File: src/hdl/mkslp_pkg.sv
// Package for the matrix keypad scanner with long-press detection.
// Phase codes, register indexes, widths and reset values. No dependencies.
`default_nettype none

package mkslp_pkg;

   localparam int DefaultRows = 4;
   localparam int DefaultCols = 4;

   localparam int ColInW   = 4;    // column lines sampled per word
   localparam int ColIdxW  = 2;    // held column index
   localparam int RowOutW  = 2;    // row_select width
   localparam int CodeW    = 7;
   localparam int TimerW   = 11;
   localparam int LongW    = 11;
   localparam int SettleW  = 8;
   localparam int BeepW    = 10;
   localparam int CsrDataW = 11;
   localparam int CsrIdxW  = 2;

   localparam logic [LongW-1:0]   LongPressReset = 11'd1000;
   localparam logic [SettleW-1:0] SettleReset    = 8'd20;
   localparam logic [BeepW-1:0]   BeepReset      = 10'd100;

   localparam logic [CodeW-1:0] ShortBase = 7'd1;
   localparam logic [CodeW-1:0] LongBase  = 7'd101;

   typedef enum logic [5:0] {
      PH_SCAN   = 6'b000001,
      PH_BEEP1  = 6'b000010,
      PH_HOLD   = 6'b000100,
      PH_SETTLE = 6'b001000,
      PH_BEEP2  = 6'b010000,
      PH_WAIT   = 6'b100000
   } phase_type;

   typedef enum logic [CsrIdxW-1:0] {
      CSR_LONG_PRESS = 2'd0,
      CSR_SETTLE     = 2'd1,
      CSR_BEEP       = 2'd2
   } csr_index_type;

endpackage

`default_nettype wire

File: src/hdl/matrix_keypad_scanner_long_press_unit.sv
// Top level: 4x4 active-low keypad scanner with beep, settle and long-press timing.
// Uses mkslp_pkg for phase codes, register indexes and widths.
//
//   channel | dir | ports                                   | handshake
//   req     | in  | req_column_levels                       | req_valid / req_ready
//   rsp     | out | rsp_row_select, rsp_beep_on,            | rsp_valid / rsp_ready
//           |     | rsp_key_valid, rsp_key_code             |
//   csr     | in  | csr_index, csr_write_data               | csr_write_enable
//
// One word in, one word out; one word per cycle sustained while rsp_ready stays high. The phase update and
// the result are computed combinationally from the state registers and the sampled
// columns and land in the result register on acceptance, shown on rsp_* in the next cycle.
// req_ready is high while the result register is empty or being drained this cycle.
// Synchronous reset clears phase, timer, row counter and restores register defaults.
`default_nettype none

module matrix_keypad_scanner_long_press_unit #(
   parameter int ROWS = mkslp_pkg::DefaultRows,
   parameter int COLS = mkslp_pkg::DefaultCols
) (
   input  wire logic                          clock,
   input  wire logic                          reset,
   input  wire logic                          req_valid,
   output logic                               req_ready,
   input  wire logic [mkslp_pkg::ColInW-1:0]  req_column_levels,
   output logic                               rsp_valid,
   input  wire logic                          rsp_ready,
   output logic [mkslp_pkg::RowOutW-1:0]      rsp_row_select,
   output logic                               rsp_beep_on,
   output logic                               rsp_key_valid,
   output logic [mkslp_pkg::CodeW-1:0]        rsp_key_code,
   input  wire logic                          csr_write_enable,
   input  wire logic [mkslp_pkg::CsrIdxW-1:0] csr_index,
   input  wire logic [mkslp_pkg::CsrDataW-1:0] csr_write_data
);
   import mkslp_pkg::*;

   localparam int RowW    = $clog2(ROWS);
   localparam int NumScan = (COLS < ColInW) ? COLS : ColInW;
   localparam logic [RowW-1:0]   RowLast  = RowW'(ROWS - 1);
   localparam logic [TimerW-1:0] TimerMax = {TimerW{1'b1}};

   // configuration
   logic [LongW-1:0]   long_press_ff;
   logic [SettleW-1:0] settle_ff;
   logic [BeepW-1:0]   beep_ff;

   // scanner state
   phase_type          phase_ff, phase_in;
   logic [RowW-1:0]    row_ff, row_in;
   logic [ColIdxW-1:0] held_ff, held_in;
   logic [TimerW-1:0]  timer_ff, timer_in;
   logic [CodeW-1:0]   pending_ff, pending_in;

   // result register
   logic               rsp_valid_ff;
   logic [RowOutW-1:0] row_select_ff;
   logic               beep_on_ff, beep_on_in;
   logic               key_valid_ff, key_valid_in;
   logic [CodeW-1:0]   key_code_ff, key_code_in;

   logic                req_fire;
   logic                hit;
   logic [ColIdxW-1:0]  hit_col;
   logic                held_down;
   logic [TimerW-1:0]   timer_inc;
   logic [TimerW-1:0]   timer_sat;
   logic [TimerW-1:0]   beep_len;
   logic [TimerW-1:0]   settle_len;
   logic [7:0]          code_sum;
   logic [CodeW-1:0]    short_code;
   logic [CodeW-1:0]    long_code;

   assign req_ready = !rsp_valid_ff || rsp_ready;
   assign req_fire  = req_valid && req_ready;

   // lowest low column on the driven row wins
   always_comb begin
      hit     = 1'b0;
      hit_col = '0;
      for (int i = NumScan - 1; i >= 0; i--) begin
         if (!req_column_levels[i]) begin
            hit     = 1'b1;
            hit_col = ColIdxW'(i);
         end
      end
   end

   assign held_down  = !req_column_levels[held_ff];
   assign timer_inc  = timer_ff + TimerW'(1);
   assign timer_sat  = (timer_ff == TimerMax) ? TimerMax : timer_inc;
   assign beep_len   = TimerW'(beep_ff);
   assign settle_len = TimerW'(settle_ff);
   assign code_sum   = 8'(COLS) * 8'(row_ff) + 8'(held_ff);
   assign short_code = CodeW'(code_sum + 8'(ShortBase));
   assign long_code  = CodeW'(code_sum + 8'(LongBase));

   always_comb begin
      phase_in     = phase_ff;
      row_in       = row_ff;
      held_in      = held_ff;
      timer_in     = timer_ff;
      pending_in   = pending_ff;
      beep_on_in   = 1'b0;
      key_valid_in = 1'b0;
      key_code_in  = '0;
      unique case (phase_ff)
         PH_SCAN: begin
            if (hit) begin
               held_in = hit_col;
               if (beep_ff == '0) begin
                  phase_in = PH_HOLD;
                  timer_in = '0;
               end else begin
                  beep_on_in = 1'b1;
                  // a one-sample beep ends on the press sample itself
                  if (beep_ff == BeepW'(1)) begin
                     phase_in = PH_HOLD;
                     timer_in = '0;
                  end else begin
                     phase_in = PH_BEEP1;
                     timer_in = TimerW'(1);
                  end
               end
            end else begin
               row_in = (row_ff == RowLast) ? '0 : row_ff + RowW'(1);
            end
         end
         PH_BEEP1: begin
            if (timer_inc >= beep_len) begin
               phase_in = PH_HOLD;
               timer_in = '0;
            end else begin
               timer_in   = timer_inc;
               beep_on_in = 1'b1;
            end
         end
         PH_HOLD: begin
            if (!held_down) begin
               pending_in = short_code;
               timer_in   = '0;
               if (settle_ff == '0) begin
                  key_valid_in = 1'b1;
                  key_code_in  = short_code;
                  phase_in     = PH_SCAN;
                  row_in       = '0;
               end else begin
                  phase_in = PH_SETTLE;
               end
            end else if (timer_sat >= TimerW'(long_press_ff)) begin
               pending_in = long_code;
               timer_in   = '0;
               if (beep_ff == '0) begin
                  key_valid_in = 1'b1;
                  key_code_in  = long_code;
                  phase_in     = PH_WAIT;
               end else begin
                  beep_on_in = 1'b1;
                  if (beep_ff == BeepW'(1)) begin
                     key_valid_in = 1'b1;
                     key_code_in  = long_code;
                     phase_in     = PH_WAIT;
                  end else begin
                     phase_in = PH_BEEP2;
                     timer_in = TimerW'(1);
                  end
               end
            end else begin
               timer_in = timer_sat;
            end
         end
         PH_SETTLE: begin
            if (timer_inc >= settle_len) begin
               key_valid_in = 1'b1;
               key_code_in  = pending_ff;
               phase_in     = PH_SCAN;
               row_in       = '0;
               timer_in     = '0;
            end else begin
               timer_in = timer_inc;
            end
         end
         PH_BEEP2: begin
            if (timer_inc >= beep_len) begin
               key_valid_in = 1'b1;
               key_code_in  = pending_ff;
               phase_in     = PH_WAIT;
               timer_in     = '0;
            end else begin
               timer_in   = timer_inc;
               beep_on_in = 1'b1;
            end
         end
         PH_WAIT: begin
            if (!held_down) begin
               phase_in = PH_SCAN;
               row_in   = '0;
            end
         end
         default: begin
            phase_in = PH_SCAN;
            row_in   = '0;
            timer_in = '0;
         end
      endcase
   end

   always_ff @(posedge clock) begin
      if (reset) begin
         long_press_ff <= LongPressReset;
         settle_ff     <= SettleReset;
         beep_ff       <= BeepReset;
      end else if (csr_write_enable) begin
         unique case (csr_index)
            CSR_LONG_PRESS: long_press_ff <= LongW'(csr_write_data);
            CSR_SETTLE:     settle_ff     <= SettleW'(csr_write_data);
            CSR_BEEP:       beep_ff       <= BeepW'(csr_write_data);
            default: ;
         endcase
      end
   end

   always_ff @(posedge clock) begin
      if (reset) begin
         phase_ff   <= PH_SCAN;
         row_ff     <= '0;
         held_ff    <= '0;
         timer_ff   <= '0;
         pending_ff <= '0;
      end else if (req_fire) begin
         phase_ff   <= phase_in;
         row_ff     <= row_in;
         held_ff    <= held_in;
         timer_ff   <= timer_in;
         pending_ff <= pending_in;
      end
   end

   always_ff @(posedge clock) begin
      if (reset) begin
         rsp_valid_ff <= 1'b0;
      end else if (req_fire) begin
         rsp_valid_ff <= 1'b1;
      end else if (rsp_ready) begin
         rsp_valid_ff <= 1'b0;
      end
   end

   always_ff @(posedge clock) begin
      if (req_fire) begin
         row_select_ff <= RowOutW'(row_in);
         beep_on_ff    <= beep_on_in;
         key_valid_ff  <= key_valid_in;
         key_code_ff   <= key_code_in;
      end
   end

   assign rsp_valid      = rsp_valid_ff;
   assign rsp_row_select = row_select_ff;
   assign rsp_beep_on    = beep_on_ff;
   assign rsp_key_valid  = key_valid_ff;
   assign rsp_key_code   = key_code_ff;

   // a waiting word is never overwritten
   a_no_overwrite: assert property (@(posedge clock) disable iff (reset)
      rsp_valid_ff && !rsp_ready |-> !req_ready)
      else $error("result overwritten while stalled");

   // no event means a zero code
   a_idle_code: assert property (@(posedge clock) disable iff (reset)
      rsp_valid_ff && !key_valid_ff |-> key_code_ff == '0)
      else $error("nonzero code without key event");

   // a reported key always leaves the scanner scanning or waiting for release
   a_event_phase: assert property (@(posedge clock) disable iff (reset)
      req_fire && key_valid_in |=> phase_ff == PH_SCAN || phase_ff == PH_WAIT)
      else $error("key event in wrong phase");

   // a word that leaves the scanner in a beep phase carries the buzzer on
   a_beep_phase: assert property (@(posedge clock) disable iff (reset)
      req_fire |=> !(phase_ff == PH_BEEP1 || phase_ff == PH_BEEP2) || beep_on_ff)
      else $error("beep phase without buzzer");

endmodule

`default_nettype wire

File: config.mk
export PLATFORM = sky130hd
export DESIGN_NAME = matrix_keypad_scanner_long_press_unit
export DESIGN_NICKNAME = d
export VERILOG_FILES = /design/src/hdl/mkslp_pkg.sv /design/src/hdl/matrix_keypad_scanner_long_press_unit.sv
export SDC_FILE = /design/constraint.sdc
export NUM_CORES = 1
export LEC_CHECK = 0
export BUFFER_PORTS_ARGS = -buffer_cell sky130_fd_sc_hd__buf_4
export CORE_AREA = 5 5 96 98
export DETAILED_ROUTE_END_ITERATION = 6
export DIE_AREA = 0 0 101 103
export GPL_TIMING_DRIVEN = 0
export PLACE_DENSITY = 0.77
export SLEW_MARGIN = 20
export SYNTH_ARGS = -nofsm -noshare
export SYNTH_HDL_FRONTEND = slang
export SYNTH_SLANG_ARGS = --single-unit
File: constraint.sdc
create_clock -name clock -period 3.75 [get_ports clock]
set_input_delay 0.75 -clock clock [delete_from_list [all_inputs] [get_ports clock]]
set_output_delay 0.75 -clock clock [all_outputs]
set_load 0.02 [all_outputs]
After elaboration in Yosys (flattened, before gate mapping)

Index checks and enable logic that the tools add are counted.

Flip-flop bits (word level): 69
Input bits: 22
Output and inout bits: 13
Word-level logic and storage cells: 121

$add $sub $neg: 5
Magnitude comparators: 4
Equality and inequality tests: 17
Mux-type cells: 65
Bitwise gates (word level): 1
Reduce and logical (&&, ||, !) cells: 16

Operator list:

| cell                                                                    | number |
|---|---|
| 11-bit two-way mux                                                      | 6 |
| 6-bit two-way mux                                                       | 10 |
| 7-bit two-way mux                                                       | 8 |
| 11-bit case mux with 5 select lines                                     | 1 |
| 6-bit case mux with 6 select lines                                      | 1 |
| 1-bit two-way mux                                                       | 21 |
| 7-bit case mux with 3 select lines                                      | 1 |
| 2-bit two-way mux                                                       | 10 |
| 11-bit by 1-bit adder with 11-bit output (second input constant)        | 1 |
| 11-bit equality test (second input constant)                            | 1 |
| 11-bit by 10-bit >= comparator with 1-bit output                        | 1 |
| 11-bit >= comparator                                                    | 1 |
| 11-bit by 8-bit >= comparator with 1-bit output                         | 1 |
| 10-bit by 1-bit equality test with 1-bit output (second input constant) | 1 |
| 10-bit logical NOT                                                      | 1 |
| 2-bit != test (second input constant)                                   | 5 |
| 2-bit case mux with 5 select lines                                      | 1 |
| 3-bit AND reduction                                                     | 3 |
| 8-bit logical NOT                                                       | 1 |
| 5-bit by 7-bit adder with 7-bit output (second input constant)          | 1 |
| 7-bit AND reduction                                                     | 1 |
| 5-bit by 1-bit adder with 6-bit output (second input constant)          | 1 |
| 6-bit by 1-bit equality test with 1-bit output (second input constant)  | 1 |
| 6-bit by 2-bit equality test with 1-bit output (second input constant)  | 1 |
| other kinds (22)                                                        | 28 |

Logic depth before layout (Yosys ltp)

Gate-level depths: netlist (run 1).

Depth in word-level cells: 7
Depth in mapped cells: 14
Mapped depth without buffers: 14

Least setup slack after synthesis (run 1)

Ideal clock, no wire load.

Path kind: flip-flop to flip-flop
From: register timer_ff[0]
To: register pending_ff[1]
Setup time: 0.128 ns
Arrival: 3.252 ns
Slack: 0.371 ns
Cell stages (with the launch flop): 15
Clock period less this slack: 3.379 ns
Cell sequence: dfxtp_1 ha_1 inv_1 nor4_4 nand2_1 clkbuf_1 nand2b_1 ha_1 and2_1 a221o_1 a21oi_1 o21ai_1 o21ai_1 mux2i_1 nor2_1

Word-level cells in the longest chain between the ends: 5
Elaborated cells on any way between the ends: 6

RTL lines:

| what                                                                             | line                                                                                     | RTL |
|---|---|---|
| from (decl)                                                                      | matrix_keypad_scanner_long_press_unit.sv:52                                              | `logic [TimerW-1:0] timer_ff, timer_in;` |
| from (signal assigned)                                                           | matrix_keypad_scanner_long_press_unit.sv:234                                             | `timer_ff <= timer_in;` |
| 11-bit by 1-bit adder with 11-bit output or 11-bit equality test (tied branches) | matrix_keypad_scanner_long_press_unit.sv:90, matrix_keypad_scanner_long_press_unit.sv:91 |  |
| 11-bit two-way mux (*)                                                           | matrix_keypad_scanner_long_press_unit.sv:91                                              | `assign timer_sat = (timer_ff == TimerMax) ? TimerMax : timer_inc;` |
| 11-bit >= comparator (*)                                                         | matrix_keypad_scanner_long_press_unit.sv:150                                             | `end else if (timer_sat >= TimerW'(long_press_ff)) begin` |
| 2-bit nonzero test (no source line) (*)                                          | -                                                                                        |  |
| 3-bit AND reduction (no source line) (*)                                         | -                                                                                        |  |
| to (signal assigned)                                                             | matrix_keypad_scanner_long_press_unit.sv:235                                             | `pending_ff <= pending_in;` |
| to (decl)                                                                        | matrix_keypad_scanner_long_press_unit.sv:53                                              | `logic [CodeW-1:0] pending_ff, pending_in;` |

Mark *: on every way between the ends. The rest lies on a longest branch, timed or not.
A chain may end at the register's enable or synchronous reset.

Worst setup path in the final report (run 1)

From: register timer_ff[2]
To: register timer_ff[6]

Word-level cells in the longest chain between the ends: 6
Elaborated cells on any way between the ends: 11

RTL lines:

| what                                                                             | line                                                                                     | RTL |
|---|---|---|
| 11-bit by 1-bit adder with 11-bit output or 11-bit equality test (tied branches) | matrix_keypad_scanner_long_press_unit.sv:90, matrix_keypad_scanner_long_press_unit.sv:91 |  |
| 11-bit two-way mux                                                               | matrix_keypad_scanner_long_press_unit.sv:91                                              |  |
| 11-bit >= comparator                                                             | matrix_keypad_scanner_long_press_unit.sv:150                                             |  |
| 11-bit two-way mux                                                               | matrix_keypad_scanner_long_press_unit.sv:150                                             |  |
| 11-bit two-way mux                                                               | matrix_keypad_scanner_long_press_unit.sv:139                                             | `if (!held_down) begin` |
| 11-bit case mux with 5 select lines (*)                                          | matrix_keypad_scanner_long_press_unit.sv:107                                             | `unique case (phase_ff)` |

Marks and branches as above.

==> results of run 1 <==
[synth_stat cells, drive strengths merged (3+ instances only)]
master,instances,area [µm²]
o21ai,24,128
nor3,10,66.3
o2bb2ai,4,35.0
a211oi,5,37.5
inv,37,139
nor2b,6,37.5
nand3,10,50.1
edfxtp,10,300
o211ai,15,123
nand3b,3,22.5
a21o,4,30.0
ha,33,413
dfxtp,57,1140
clkbuf,11,41.3
buf,10,48.8
or2,4,25.0
a21oi,39,195
xnor2,12,105
and3,5,31.3
nand2b,12,75.1
nor2,44,168
nand2,57,214
nor4,9,77.6
and2,4,27.5
o21a,5,37.5
mux2i,12,120
nand4,6,37.5
a221o,10,100
nand4b,4,47.6
[timing repair]
| item | in CTS | in global routing |
|---|---|---|
| setup buffers | 1 | 3 |
| resized for setup | 6 | 4 |
| pin swaps | 1 | 4 |
| hold buffers | 0 | 0 |
| setup endpoints to repair | 28 | 28 |
[worst max-delay path by stage]
stage | slack (ns) | cells after the start | start | end
5_1_grt | 0.03 | 14 | timer_ff[2] | rsp_key_code[4]
4_1_cts | 0.02 | 14 | timer_ff[0] | timer_ff[6]
2_1_floorplan | 0.37 | 14 | timer_ff[0] | pending_ff[1]
6_report | 0.21 | 13 | timer_ff[2] | timer_ff[6]
3_3_place_gp | -0.47 | 14 | timer_ff[0] | pending_ff[0]
3_5_place_dp | -0.48 | 14 | timer_ff[0] | pending_ff[0]
[per-stage QoR]
stage | hold WS [ns] | utilization (%) | power (mW) | area, µm²
2_1_floorplan | 0.436 | - | 0.943 | 4210
3_3_place_gp | 0.445 | 54.9 | 1.02 | 4600
3_5_place_dp | 0.451 | 54.9 | 1.03 | 4600
4_1_cts | 0.461 | 57.5 | 1.63 | 4820
5_1_grt | 0.496 | 57.8 | 1.69 | 4850
6_report | 0.464 | 57.8 | 1.63 | 4850
[metal layers]
metal,vias to the layer above,routed length [µm]
met2,116,5210
met3,29,530
li1,1882,-
met4,0,334
met5,-,0
met1,1798,4980
[power breakdown]
group	leakage (nW)	switching [mW]	internal, mW
Clock	0.0950	0.301	0.304
Sequential	0.565	0.0201	0.755
Combinational	1.47	0.151	0.0943
[cells in the final DEF, fill, tap and decap left out, types with 13 or more instances in the layout]
cell      count
o21ai_0      17
ha_1         32
o211ai_1     13
dfxtp_1      56
nand2_1      56
inv_1        37
nor2_1       43
buf_4        39
a21oi_1      39
[registers in the layout, summed over array words and instances (netlist names)]
signal,count
phase_ff,6
rsp_row_select,2
rsp_key_valid,1
long_press_ff,11
beep_ff,10
held_ff,2
settle_ff,8
row_ff,2
rsp_key_code,6
rsp_valid,1
timer_ff,11
rsp_beep_on,1
pending_ff,6
[critical path, cell delays in order (launching register included)]
cell      delay [ns]
dfxtp_1         0.31
buf_2           0.19
and4_1          0.26
nand2_1         0.08
xnor2_1         0.39
ha_1            0.34
and3_1          0.17
a221o_1         0.32
a221oi_2        0.37
nand4b_2        0.27
o211a_4         0.26
nor3_4          0.17
buf_4           0.19
a221o_1         0.16
[cell families after synthesis]
kind of cell | Yosys count | share of synthesized area, %
compound gates | 125 | 20.9
fa+ha+maj | 34 | 10.1
mux | 13 | 3.39
simple gates | 185 | 23.1
buf+inv | 58 | 5.44
xor+xnor | 14 | 2.91
flops | 67 | 34.3
[area by class of cell]
type                    instances  area share [%]
clock inverters                 7            1.42
well taps                     108            2.79
plain buffers                  20            1.81
multi-input cells             371            52.9
clock buffers                   9            2.56
flip-flops and latches         67            29.8
repair buffers                 38            5.89
inverters                      37            2.87
==> results.yml, run 1 <==
timing:
  fmax_ghz: 0.282
  fin_crit_sh_pct: 94.4
  drv_slew: 0
  maxSlewHeadroom_pct: 50.2
  rsz0062_at_grt: "false"
  finalHoldViolCount: 0
  worstMarginPinSlew_ns: 0.741
  setup_violations: 0
  setup_ws_ns: 0.210
  setup_tns_ns: 0
  fin_skew_ns: 0.00870
  fin_crit_ns: 3.54
cells_and_area:
  drive_above_1_share_pct: 15.8
  nFillCells: 745
  antenna_cells: 0
  final_cells: 657
  area_growth_pct: 15.2
  multi_input_area_mm2: 0.00256
  final_nets: 599
  seqCellArea_mm2: 0.00144
power_and_ir_drop:
  powerDensity_mw_per_mm2: 336
  vdd_drop_max_v: 0.000158
  leakagePower_nw: 2.13
drt:
  wire_per_inst_um: 16.8
  drtIter0Drc: 303
  drc: 0
  viasPerCell: 5.82
  vias: 3825
  ant_nets: 0
  drt_wl_total_um: 11100
  dr.pass1.iters: 5
logic_synthesis:
  async_reset_ff_share_pct: 0
  synth-main-ff-cell: "dfxtp_1"
  ys_types: 69
  ys_seq_elements: 67
  syn_nets: 551
  synth_cells: 496
  syn_area_mm2: 0.00421
  synth-edff-count: 10
  synth_warnings: 0
  syn_avg_cell_area_um2: 8.48
  ys_seq_area_share_pct: 34.3
critical_path:
  required_ns: 4.04
  reg2reg_depth: 13
  regToRegStartpoint: "timer_ff[2]"
  crit_path_end_kind: "register"
  crit_path_max_fanout: 9
  crit_path_start_kind: "register"
  timing.rr.end: "timer_ff[6]"
  r2r_slack_ns: 0.21
  worstPathArrival_ns: 3.83
  critPathKind: "register to register"
clocking:
  clock-sinks: 67
  worstSkewPairLatency_ns: 0.35
  clockBufferDepth: 2
  ctsHtreeMaxLevel: 3
  path_clk_slew_ns: 0.08
  cts_buffers: 9
  clockRootBuffer: "clkbuf_8"
  cts_tree: "built"
grt:
  gr-usage-all-layers_pct: 22.1
  grt_pass1_vias: 3645
  grt_first_pass_wirelength_um: 18100
  grt_util_met3_pct: 3.86
  antenna_found_initial: 0
  use_met2_pct: 35.5
  grt.busiest_layer: "met2"
  overflow: 0
  grt_max_degree: 13
  met1_usage_pct: 29.4
floorplan:
  die_y_um: 103
  coreArea_mm2: 0.00838
  initial_utilization_pct: 50.2
  rows: 34
  ios: 35
  die-width_um: 101
  die_area_mm2: 0.0104
placement:
  io_buffers: 34
  gp_congestion: 0.897
  dp_cells: 638
  hpwl_um: 8370
  place_ws_ns: -0.484
run:
  cap_violations: 0
hold_path:
  min_path_type: "register to register"
  holdPathStages: 2
  worstHoldStart: "pending_ff[0]"
  holdPathEnd: "pending_ff[0]"
outcome:
  outcome: "complete, no violations"
(Power assumes the default switching activity.)
==> run 2, diff against run 1 <==
--- a/config.mk
+++ b/config.mk
@@ -11,6 +11,7 @@
 export DIE_AREA = 0 0 101 103
 export GPL_TIMING_DRIVEN = 0
 export PLACE_DENSITY = 0.77
+export REMOVE_ABC_BUFFERS = 1
 export SLEW_MARGIN = 20
 export SYNTH_ARGS = -nofsm -noshare
 export SYNTH_HDL_FRONTEND = slang
==> results.yml, run 2 (synthesis gave the netlist of run 1 again) <==
clocking:
  clockRootBuffer: "clkbuf_8"
  worstSkewPairLatency_ns: 0.35
  cts_buffers: 9
  path_clk_slew_ns: 0.08
  clockBufferDepth: 2
  cts_hold_buf: 0
  clock-sinks: 67
  cts_tree: "built"
  ctsHtreeMaxLevel: 3
grt:
  antenna_found_initial: 0
  overflow: 0
  grt_first_pass_wirelength_um: 16900
  gr-usage-all-layers_pct: 20.2
  grt_pass1_vias: 3542
  grt_max_degree: 42
cells_and_area:
  area_growth_pct: 13.8
  multi_input_area_mm2: 0.00257
  antenna_cells: 0
  final_nets: 580
  largestRegisters: "long_press_ff (11), timer_ff (11), beep_ff (10)"
  layout_common_cells: "nand2_1 (56), dfxtp_1 (56), nor2_1 (43)"
  seqCellArea_mm2: 0.00144
  nFillCells: 742
  drive_above_1_share_pct: 15.3
floorplan:
  die_y_um: 103
  rows: 34
  die-width_um: 101
  initial_utilization_pct: 50.2
  coreArea_mm2: 0.00838
  die_area_mm2: 0.0104
  ios: 35
placement:
  gp_congestion: 0.900
  place_ws_ns: -0.317
  hpwl_um: 7500
  io_buffers: 34
drt:
  ant_nets: 0
  drt_wl_total_um: 10200
  vias: 3733
  wire_per_inst_um: 16.0
  viasPerCell: 5.85
  dr.pass1.iters: 5
  drc: 0
  drtIter0Drc: 253
power_and_ir_drop:
  leakagePower_nw: 2.10
  powerDensity_mw_per_mm2: 334
  vdd_drop_max_v: 0.000163
timing:
  fmax_ghz: 0.283
  rsz0062_at_grt: "false"
  fin_crit_sh_pct: 94.1
  setup_violations: 0
  setup_ws_ns: 0.221
  maxSlewHeadroom_pct: 48.2
  fin_skew_ns: 0.00980
  fin_crit_ns: 3.53
  finalHoldViolCount: 0
  worstMarginPinSlew_ns: 0.769
  drv_slew: 0
  holdWs_ns: 0.484
hold_path:
  min_path_type: "register to register"
critical_path:
  critPathLaunch: "timer_ff[2]"
  timing.rr.end: "timer_ff[9]"
  crit_end: "timer_ff[9]"
  crit_path_max_fanout: 9
  r2r_slack_ns: 0.22
  required_ns: 4.04
  regToRegStartpoint: "timer_ff[2]"
  crit_path_start_kind: "register"
  crit_path_end_kind: "register"
  critPathKind: "register to register"
  worstPathArrival_ns: 3.82
  reg2reg_depth: 12
run:
  cap_violations: 0
outcome:
  outcome: "complete, no violations"
[run 2: critical path: stages (launching register included)]
cell and delay [ns]:
dfxtp_1 0.48, and4_1 0.30, nand2_1 0.09, xnor2_1 0.40, ha_1 0.33, and3_1 0.16
a221o_1 0.31, a221oi_2 0.41, nand4b_2 0.27, o211a_4 0.26, nor3_4 0.16, buf_12 0.15
a221o_1 0.14
[run 2: worst min-delay path by stage]
stage / start / to / slack (ns) / cells after the start
2_1_floorplan: beep_ff[3] / beep_ff[3] / 0.43 / 2
3_3_place_gp: pending_ff[0] / pending_ff[0] / 0.45 / 2
3_5_place_dp: beep_ff[3] / beep_ff[3] / 0.47 / 2
4_1_cts: beep_ff[3] / beep_ff[3] / 0.48 / 2
5_1_grt: beep_ff[3] / beep_ff[3] / 0.50 / 2
6_report: beep_ff[3] / beep_ff[3] / 0.48 / 2
[run 2: area by class of cell]
type	instances	area share, %
flip-flops and latches	67	30.1
clock buffers	9	2.59
inverters	37	2.90
repair buffers	39	6.46
clock inverters	7	1.44
multi-input cells	371	53.6
well taps	108	2.82
[run 2: timing repair]
| action | CTS | global route |
|---|---|---|
| setup buffers | 0 | 4 |
| gates resized for setup | 4 | 3 |
| endpoints found under the hold margin | 0 | 0 |
| pin swaps | 0 | 4 |
| endpoints found under the setup margin | 23 | 27 |
[run 2: power breakdown]
part	total [mW]	leakage [nW]	switching (mW)	internal, mW
Sequential	0.783	0.565	0.0275	0.756
Combinational	0.225	1.44	0.134	0.0904
Clock	0.593	0.0950	0.289	0.304
[run 2: layer usage]
| layer | up-vias | wire (µm) | track usage, % |
|---|---|---|---|
| li1 | 1849 | - | - |
| met1 | 1757 | 4580 | 26.3 |
| met2 | 104 | 4850 | 33.5 |
| met3 | 23 | 432 | 2.50 |
| met4 | 0 | 314 | 9.20 |
| met5 | - | 0 | 0 |
[run 2: per-stage QoR]
| stage | util (%) | setup TNS [ns] | cells | total power [mW] | cell area (µm²) |
|---|---|---|---|---|---|
| 6_report | 57.1 | 0 | 638 | 1.60 | 4790 |
| 2_1_floorplan | - | 0 | 475 | 0.933 | 4120 |
| 3_5_place_dp | 54.0 | -4.30 | 618 | 1.02 | 4520 |
| 5_1_grt | 57.1 | 0 | 638 | 1.67 | 4790 |
| 4_1_cts | 56.5 | 0 | 634 | 1.61 | 4730 |
| 3_3_place_gp | 53.8 | -2.57 | 617 | 1.01 | 4510 |
